## src/rtl/rtg_pkg.sv

```systemverilog
`timescale 1ns / 1ps
`default_nettype none
package rtg_pkg;

    localparam int unsigned BUFFER_BYTES_DEF = 65536;
    localparam int unsigned RETRY_LIMIT_DEF  = 100;

    localparam int unsigned GEN_W  = 48;
    localparam int unsigned DIV_W  = 31;
    localparam int unsigned SEC_W  = 13;
    localparam int unsigned LEN_W  = 17;
    localparam int unsigned CHUNK_W = 16;
    localparam int unsigned MUL_W  = 35;

    localparam logic [MUL_W-1:0] LCG_MUL = 35'h5DEECE66D;
    localparam logic [GEN_W-1:0] LCG_ADD = 48'hB;

    typedef enum logic [1:0] {
        ACT_RESEED = 2'd0,
        ACT_LENGTH = 2'd1,
        ACT_BLOCK  = 2'd2,
        ACT_UNUSED = 2'd3
    } action_t;

    typedef enum logic [1:0] {
        REG_SECTOR = 2'd0,
        REG_MAX    = 2'd1,
        REG_MIN    = 2'd2,
        REG_NONE   = 2'd3
    } reg_idx_t;

    typedef enum logic [1:0] {
        STS_OK       = 2'd0,
        STS_FALLBACK = 2'd1,
        STS_INVALID  = 2'd2,
        STS_RSVD     = 2'd3
    } status_t;

    typedef enum logic [2:0] {
        ST_IDLE,
        ST_PREP_WAIT,
        ST_MUL,
        ST_MOD,
        ST_MOD_WAIT,
        ST_CHECK,
        ST_DONE
    } state_t;

endpackage
`default_nettype wire

```

## src/rtl/rtg_div.sv

```systemverilog
`timescale 1ns / 1ps
`default_nettype none
module rtg_div #(
    parameter int unsigned W = 31
) (
    input  wire logic         clk,
    input  wire logic         rst_n,
    input  wire logic         start,
    input  wire logic [W-1:0] dividend,
    input  wire logic [W-1:0] divisor,
    output logic              busy,
    output logic [W-1:0]      quotient,
    output logic [W-1:0]      remainder
);
    localparam int unsigned CW = $clog2(W + 1);

    logic [CW-1:0] cnt_reg, cnt_next;
    logic          busy_reg, busy_next;
    logic [W-1:0]  rem_reg, rem_next;
    logic [W-1:0]  quo_reg, quo_next;
    logic [W-1:0]  dvs_reg, dvs_next;
    logic [W:0]    trial;
    logic [W:0]    diff;

    always_comb
    begin
        trial     = {rem_reg, quo_reg[W-1]};
        diff      = trial - {1'b0, dvs_reg};
        cnt_next  = cnt_reg;
        busy_next = busy_reg;
        rem_next  = rem_reg;
        quo_next  = quo_reg;
        dvs_next  = dvs_reg;
        if (start)
        begin
            cnt_next  = CW'(W);
            busy_next = 1'b1;
            rem_next  = '0;
            quo_next  = dividend;
            dvs_next  = divisor;
        end
        else if (busy_reg)
        begin
            if (!diff[W])
            begin
                rem_next = diff[W-1:0];
                quo_next = {quo_reg[W-2:0], 1'b1};
            end
            else
            begin
                rem_next = trial[W-1:0];
                quo_next = {quo_reg[W-2:0], 1'b0};
            end
            cnt_next = cnt_reg - 1'b1;
            if (cnt_reg == CW'(1))
            begin
                busy_next = 1'b0;
            end
        end
    end

    always_ff @(posedge clk or negedge rst_n)
    begin
        if (!rst_n)
        begin
            cnt_reg  <= '0;
            busy_reg <= 1'b0;
        end
        else
        begin
            cnt_reg  <= cnt_next;
            busy_reg <= busy_next;
        end
    end

    always_ff @(posedge clk)
    begin
        rem_reg <= rem_next;
        quo_reg <= quo_next;
        dvs_reg <= dvs_next;
    end

    assign busy      = busy_reg;
    assign quotient  = quo_reg;
    assign remainder = rem_reg;

endmodule
`default_nettype wire

```

## src/rtl/random_transfer_request_generator.sv

```systemverilog
`timescale 1ns / 1ps
`default_nettype none
// channel  | handshake           | payload
// in       | in_valid / in_ready | action, seed_value, length_bytes
// out      | out_valid/out_ready | value, status
// cfg      | cfg_we              | cfg_index, cfg_data
//
// One request at a time. Each try: a 16x35 LCG multiply over 16-bit chunks of
// the state, then a 31-bit restoring divide for the modulo (shared divider).
// Draws first need a setup divide. A retry repeats the multiply and the modulo.
// Reseed and rejected requests go straight to the result.
// Reset clears the generator state to zero and the registers to defaults.
// in_ready stays low while a request is in work or its word waits to load out.
module random_transfer_request_generator
    import rtg_pkg::*;
#(
    parameter int unsigned BUFFER_BYTES = rtg_pkg::BUFFER_BYTES_DEF,
    parameter int unsigned RETRY_LIMIT  = rtg_pkg::RETRY_LIMIT_DEF
) (
    input  wire logic        clk,
    input  wire logic        rst_n,
    input  wire logic        in_valid,
    output logic             in_ready,
    input  wire logic [1:0]  action,
    input  wire logic [47:0] seed_value,
    input  wire logic [16:0] length_bytes,
    output logic             out_valid,
    input  wire logic        out_ready,
    output logic [30:0]      value,
    output logic [1:0]       status,
    input  wire logic        cfg_we,
    input  wire logic [1:0]  cfg_index,
    input  wire logic [30:0] cfg_data
);
    localparam int unsigned TW = $clog2(RETRY_LIMIT + 2);

    state_t state_reg, state_next;

    logic [SEC_W-1:0] sector_reg;
    logic [DIV_W-1:0] max_reg;
    logic [DIV_W-1:0] min_reg;

    logic [GEN_W-1:0] gen_reg, gen_next;
    logic [GEN_W-1:0] acc_reg, acc_next;
    logic [1:0]       mcnt_reg, mcnt_next;
    logic [TW-1:0]    tries_reg, tries_next;
    logic [1:0]       act_reg, act_next;
    logic [DIV_W-1:0] dvs_reg, dvs_next;
    logic [DIV_W-1:0] need_reg, need_next;
    logic [DIV_W-1:0] span_reg, span_next;
    logic [DIV_W-1:0] res_val_reg, res_val_next;
    logic [1:0]       res_sts_reg, res_sts_next;
    logic             out_valid_reg, out_valid_next;
    logic [DIV_W-1:0] value_reg, value_next;
    logic [1:0]       status_reg, status_next;

    logic             div_start;
    logic             div_busy;
    logic [DIV_W-1:0] div_dividend;
    logic [DIV_W-1:0] div_divisor;
    logic [DIV_W-1:0] div_quo;
    logic [DIV_W-1:0] div_rem;

    logic                     in_acc;
    logic                     out_free;
    logic                     region_ok;
    logic                     sec_fits;
    logic                     fallback;
    logic [CHUNK_W-1:0]       chunk;
    logic [CHUNK_W+MUL_W-1:0] prod;
    logic [GEN_W-1:0]         term;
    logic [GEN_W-1:0]         acc_sum;
    logic [DIV_W-1:0]         m1;
    logic [DIV_W+SEC_W-1:0]   scaled;
    logic [DIV_W:0]           fit;
    logic                     len_ok;
    logic                     blk_ok;

    rtg_div #(.W(DIV_W)) u_div (
        .clk       (clk),
        .rst_n     (rst_n),
        .start     (div_start),
        .dividend  (div_dividend),
        .divisor   (div_divisor),
        .busy      (div_busy),
        .quotient  (div_quo),
        .remainder (div_rem)
    );

    assign in_ready  = (state_reg == ST_IDLE);
    assign in_acc    = in_valid && in_ready;
    assign out_free  = !out_valid_reg || out_ready;
    assign region_ok = max_reg > min_reg;
    assign sec_fits  = 32'(sector_reg) <= BUFFER_BYTES;
    assign fallback  = tries_reg > TW'(RETRY_LIMIT);

    always_comb
    begin
        unique case (mcnt_reg)
            2'd0:    chunk = gen_reg[15:0];
            2'd1:    chunk = gen_reg[31:16];
            2'd2:    chunk = gen_reg[47:32];
            default: chunk = '0;
        endcase
        prod = {{CHUNK_W{1'b0}}, LCG_MUL} * {{MUL_W{1'b0}}, chunk};
        unique case (mcnt_reg)
            2'd0:    term = prod[GEN_W-1:0];
            2'd1:    term = {prod[GEN_W-17:0], 16'b0};
            2'd2:    term = {prod[GEN_W-33:0], 32'b0};
            default: term = '0;
        endcase
        acc_sum = acc_reg + term;
        m1      = (div_rem == '0) ? DIV_W'(1) : div_rem;
        scaled  = {{SEC_W{1'b0}}, div_rem} * {{DIV_W{1'b0}}, sector_reg};
        fit     = {1'b0, div_rem} + {1'b0, need_reg};
        len_ok  = sec_fits && (m1 <= max_reg);
        blk_ok  = fit < {1'b0, span_reg};
    end

    // next state
    always_comb
    begin
        state_next = state_reg;
        unique case (state_reg)
            ST_IDLE:
            begin
                if (in_acc)
                begin
                    priority if (action == ACT_LENGTH && sector_reg != '0)
                        state_next = ST_PREP_WAIT;
                    else if (action == ACT_BLOCK && sector_reg != '0 && region_ok)
                        state_next = ST_PREP_WAIT;
                    else
                        state_next = ST_DONE;
                end
            end
            ST_PREP_WAIT:
            begin
                if (!div_busy)
                    state_next = ST_MUL;
            end
            ST_MUL:
            begin
                if (mcnt_reg == 2'd2)
                    state_next = fallback ? ST_DONE : ST_MOD;
            end
            ST_MOD:
                state_next = ST_MOD_WAIT;
            ST_MOD_WAIT:
            begin
                if (!div_busy)
                    state_next = ST_CHECK;
            end
            ST_CHECK:
            begin
                if ((act_reg == ACT_LENGTH) ? len_ok : blk_ok)
                    state_next = ST_DONE;
                else
                    state_next = ST_MUL;
            end
            ST_DONE:
            begin
                if (out_free)
                    state_next = ST_IDLE;
            end
            default:
                state_next = ST_IDLE;
        endcase
    end

    // datapath and outputs
    always_comb
    begin
        gen_next       = gen_reg;
        acc_next       = acc_reg;
        mcnt_next      = mcnt_reg;
        tries_next     = tries_reg;
        act_next       = act_reg;
        dvs_next       = dvs_reg;
        need_next      = need_reg;
        span_next      = span_reg;
        res_val_next   = res_val_reg;
        res_sts_next   = res_sts_reg;
        out_valid_next = out_valid_reg && !out_ready;
        value_next     = value_reg;
        status_next    = status_reg;
        div_start      = 1'b0;
        div_dividend   = '0;
        div_divisor    = DIV_W'(sector_reg);
        unique case (state_reg)
            ST_IDLE:
            begin
                if (in_acc)
                begin
                    act_next     = action;
                    tries_next   = TW'(1);
                    mcnt_next    = '0;
                    acc_next     = LCG_ADD;
                    res_val_next = '0;
                    res_sts_next = STS_INVALID;
                    span_next    = max_reg - min_reg;
                    priority if (action == ACT_RESEED)
                    begin
                        gen_next     = seed_value;
                        res_sts_next = STS_OK;
                    end
                    else if (action == ACT_LENGTH && sector_reg != '0)
                    begin
                        div_start    = 1'b1;
                        div_dividend = DIV_W'(BUFFER_BYTES);
                    end
                    else if (action == ACT_BLOCK && sector_reg != '0 && region_ok)
                    begin
                        div_start    = 1'b1;
                        div_dividend = DIV_W'(length_bytes);
                    end
                end
            end
            ST_PREP_WAIT:
            begin
                if (!div_busy)
                begin
                    dvs_next  = (act_reg == ACT_LENGTH) ? div_quo + 1'b1 : span_reg;
                    need_next = div_quo;
                end
            end
            ST_MUL:
            begin
                acc_next  = acc_sum;
                mcnt_next = mcnt_reg + 1'b1;
                if (mcnt_reg == 2'd2)
                begin
                    gen_next  = acc_sum;
                    acc_next  = LCG_ADD;
                    mcnt_next = '0;
                    if (fallback)
                    begin
                        if (act_reg == ACT_LENGTH)
                        begin
                            if (max_reg != '0 && sec_fits)
                            begin
                                res_val_next = DIV_W'(sector_reg);
                                res_sts_next = STS_FALLBACK;
                            end
                        end
                        else if (need_reg < span_reg)
                        begin
                            res_val_next = min_reg;
                            res_sts_next = STS_FALLBACK;
                        end
                    end
                end
            end
            ST_MOD:
            begin
                div_start    = 1'b1;
                div_dividend = gen_reg[GEN_W-1:GEN_W-DIV_W];
                div_divisor  = dvs_reg;
            end
            ST_MOD_WAIT:
            begin
            end
            ST_CHECK:
            begin
                tries_next = tries_reg + 1'b1;
                if (act_reg == ACT_LENGTH)
                begin
                    if (len_ok)
                    begin
                        res_val_next = (div_rem == '0) ? DIV_W'(sector_reg)
                                                       : scaled[DIV_W-1:0];
                        res_sts_next = STS_OK;
                    end
                end
                else if (blk_ok)
                begin
                    res_val_next = div_rem + min_reg;
                    res_sts_next = STS_OK;
                end
            end
            ST_DONE:
            begin
                if (out_free)
                begin
                    out_valid_next = 1'b1;
                    value_next     = res_val_reg;
                    status_next    = res_sts_reg;
                end
            end
            default:
            begin
            end
        endcase
    end

    always_ff @(posedge clk or negedge rst_n)
    begin
        if (!rst_n)
        begin
            state_reg     <= ST_IDLE;
            out_valid_reg <= 1'b0;
            gen_reg       <= '0;
            sector_reg    <= SEC_W'(2048);
            max_reg       <= DIV_W'(1000);
            min_reg       <= '0;
            tries_reg     <= '0;
            mcnt_reg      <= '0;
        end
        else
        begin
            state_reg     <= state_next;
            out_valid_reg <= out_valid_next;
            gen_reg       <= gen_next;
            tries_reg     <= tries_next;
            mcnt_reg      <= mcnt_next;
            if (cfg_we)
            begin
                unique case (cfg_index)
                    REG_SECTOR: sector_reg <= cfg_data[SEC_W-1:0];
                    REG_MAX:    max_reg    <= cfg_data;
                    REG_MIN:    min_reg    <= cfg_data;
                    default:
                    begin
                    end
                endcase
            end
        end
    end

    always_ff @(posedge clk)
    begin
        acc_reg     <= acc_next;
        act_reg     <= act_next;
        dvs_reg     <= dvs_next;
        need_reg    <= need_next;
        span_reg    <= span_next;
        res_val_reg <= res_val_next;
        res_sts_reg <= res_sts_next;
        value_reg   <= value_next;
        status_reg  <= status_next;
    end

    assign out_valid = out_valid_reg;
    assign value     = value_reg;
    assign status    = status_reg;

    a_div_idle_start: assert property (@(posedge clk) disable iff (!rst_n)
        div_start |-> !div_busy)
        else $error("divider restarted while busy");

    a_tries_bound: assert property (@(posedge clk) disable iff (!rst_n)
        tries_reg <= TW'(RETRY_LIMIT + 1))
        else $error("try count beyond limit");

    a_invalid_zero: assert property (@(posedge clk) disable iff (!rst_n)
        (out_valid && status == STS_INVALID) |-> value == '0)
        else $error("invalid result with nonzero value");

    a_busy_after_accept: assert property (@(posedge clk) disable iff (!rst_n)
        in_acc |=> !in_ready)
        else $error("ready right after accept");

endmodule
`default_nettype wire

```

## config.mk

```make
export PLATFORM = sky130hd
export DESIGN_NAME = random_transfer_request_generator
export DESIGN_NICKNAME = d
export VERILOG_FILES = /design/src/rtl/rtg_pkg.sv /design/src/rtl/rtg_div.sv /design/src/rtl/random_transfer_request_generator.sv
export SDC_FILE = /design/constraint.sdc
export NUM_CORES = 2
export LEC_CHECK = 0
export ABC_CLOCK_PERIOD_IN_PS = 25800
export BUFFER_PORTS_ARGS = -buffer_cell sky130_fd_sc_hd__buf_2
export CAP_MARGIN = 10
export CELL_PAD_IN_SITES_DETAIL_PLACEMENT = 0
export CELL_PAD_IN_SITES_GLOBAL_PLACEMENT = 1
export CORE_UTILIZATION = 40
export DETAILED_ROUTE_END_ITERATION = 8
export GPL_ROUTABILITY_DRIVEN = 0
export PLACE_DENSITY = 0.66
export SLEW_MARGIN = 5
export SYNTH_ARGS = -nofsm -noshare
export SYNTH_HDL_FRONTEND = slang
export SYNTH_SLANG_ARGS = --single-unit
```

## constraint.sdc

```tcl
create_clock -name clk -period 25.8 [get_ports clk]
set_input_delay 2.58 -clock clk [delete_from_list [all_inputs] [get_ports clk]]
set_output_delay 2.58 -clock clk [all_outputs]
set_load 0.02 [all_outputs]
```

==> impl_results.md <==
- Minimum clock period: 10830 ps
- Most common cell after layout, fill and taps aside: inv_1
- Placement Cell Area: 0.0512 mm²
- Pre-CTS WS: 15140 ps
- Synthesized area per cell: 9.30 µm²
- Largest stage delay, worst path: 1020 ps
- Rows: 127
- Clock Latency Late Sink: 660 ps
- Post-detail-place hpwl: 131000 µm
- Width of the die: 351 µm
- Initial DRC Count: 3133
- Period utilisation layout: 0.420
- Core ar.: 0.120 mm²
- Grt total ovfl: 0
- Outcome: complete, no violations
- Post-synthesis sequential area ratio: 0.253
- Hold-fix buffers, CTS: 0
- Min Hold Slack: 417 ps
- Worst hold path class: reg -> reg
- Fmax: 0.0923 GHz
- IO Count: 140
- Share of cells above drive strength 1: 0.0879
- Die area: 0.123 mm²
- Most frequent cells in the layout: inv_1 (723), nand2_1 (521), ha_1 (480), fa_1 (475), a21oi_1 (365)
- Post-synth cell types: 92
- Vias in the first global route: 37600
- CTS max path bufs: 3
- Largest net degree at the start of global routing: 71
- Ys async rst share: 0.320
- Final Max Tran Viols: 0
- Post-synth EDFFs: 271
- Post-Synthesis Cells: 5234
- Antenna Violating Nets Remaining: 0
- Yosys warning total: 0
- Clock sinks: 444
- Endpoint class of the critical path: register
- Worst-Margin Slew: 1240 ps
- Final nets: 6350
- CTS tree: yes
- WL per Instance: 23.6 µm
- Post-route DRC: 0
- Final WS setup: 14970 ps
- Top FF cell, synth: edfxtp_1
- Initial core utilization: 0.405
- Synth top area share: 0.195
- Postcts setup bufs: 0
- Crit-path max FO: 50
- Max_cap viols: 0
- WP data required: 26200 ps
- Synth Register Bits: 444
- Clk slew on worst S/H paths: 60 ps
- Syn Nets: 6294
- Setup Viol. Count Final: 0
- Gr usage total: 0.269
- Initial antenna violation count: 8
- Routed via count: 38100
- Nature of the critical path startpoint: register
- H-tree Lvls: 2
- Top cells by area, synth: fa_1 (20%), edfxtp_1 (17%), ha_1 (12%), dfrtp_1 (6.9%), inv_1 (5.6%)
- Critical path type: reg -> reg
- First-pass GRT wire length: 247000 µm
- Post-Route Skew: 34.6 ps
- CTS Buf Count: 53
- Area delta synth->final: 8.97%
- CTS root buf: clkbuf_16
- Rel. slew slack: 0.151
- RSZ-0062 raised after global routing: no
- CP delay by family, top: compound AO/OA/AOI/OAI gates
- Setup TNS: 0 ps
- Slowest cell on crit path: dfrtp_2
- Die height: 351 µm
- Total length of routed wires: 164000 µm
- Final Hold Viols: 0
- CP Data Arrival Time: 11230 ps
- Mapped Area: 0.0487 mm²
- R2R Setup Slk: 14970 ps
- PostCTS Resize Cnt: 0
- TritonRoute pass-1 iters: 6
- Drt via density: 5.48
- CP Buf/Inv Count: 5
- Design Area, Final: 0.0530 mm²
- Synth area leader: fa_1
- IO Port Bufs: 139
==> worst paths after layout <==
| check | from | to | cells after the start |
|---|---|---|---|
| max in group asynchronous | rst_n | sector_reg[5] | 3 |
| min | res_val_reg[25] | value[25] | 0 |
| min in group asynchronous | rst_n | gen_reg[7] | 1 |
| max reg2reg | mcnt_reg[0] | acc_reg[47] | 37 |
| max | mcnt_reg[0] | acc_reg[47] | 37 |
| min reg2reg | res_val_reg[25] | value[25] | 0 |
==> cell usage after synthesis, types with 21 or more instances <==
| cell | n |
|---|---|
| inv_1 | 724 |
| nand2_1 | 523 |
| ha_1 | 480 |
| fa_1 | 475 |
| a21oi_1 | 365 |
| nor2_1 | 295 |
| o21ai_0 | 277 |
| edfxtp_1 | 271 |
| clkbuf_1 | 190 |
| and2_1 | 157 |
| xnor2_1 | 151 |
| a21o_1 | 137 |
| dfrtp_1 | 135 |
| xor2_1 | 112 |
| mux2_2 | 92 |
| nor3_1 | 62 |
| nand3_1 | 60 |
| nand4_1 | 55 |
| nand2b_1 | 48 |
| mux2i_1 | 47 |
| nor2b_1 | 44 |
| o21a_1 | 42 |
| o21bai_1 | 37 |
| a22oi_1 | 33 |
| a31oi_1 | 33 |
| and3_1 | 32 |
| dfxtp_1 | 31 |
| a211oi_1 | 25 |
| nor4_1 | 23 |
| o211ai_1 | 21 |
==> kinds of logic (layout without fill, tap and decap cells) <==
kind of cell	Yosys count	in the layout	synth area share
compound gates	1135	1135	0.146
xor+xnor	264	264	0.0479
fa+ha+maj	955	955	0.319
buf+inv	945	1045	0.0733
flops	444	444	0.253
mux	139	139	0.0310
other cells	0	5	0
simple gates	1352	1352	0.130
==> area by class of cell <==
cell class                      instances  area (µm²)
Fill cell                           11900       67300
Multi-Input combinational cell       3845       32800
Sequential cell                       444       12300
Inverter                              725        2720
Tap cell                             1612        2020
Clock buffer                           74        1500
Timing Repair Buffer                  221        1320
Clock inverter                         25         293
Antenna cell                            5        12.5
==> metrics by stage <==
stage | std cells | utilization
after floorplan | 5234 | -
after global placement | 6847 | 0.426
after detailed placement | 6847 | 0.426
after CTS | 6946 | 0.441
after global routing | 6947 | 0.441
final | 6951 | 0.441
==> per-layer routing <==
| layer | wire [µm] | global-route usage | vias up |
|---|---|---|---|
| met1 | 80000 | 0.412 | 19100 |
| met5 | 0 | 0 | - |
| met4 | 4150 | 0.0627 | 0 |
| met3 | 9520 | 0.0327 | 191 |
| met2 | 70200 | 0.400 | 1079 |
| li1 | - | - | 17800 |
Power is not shown: default switching activity piles up to over one toggle a cycle in this logic, so the estimate is an artifact.
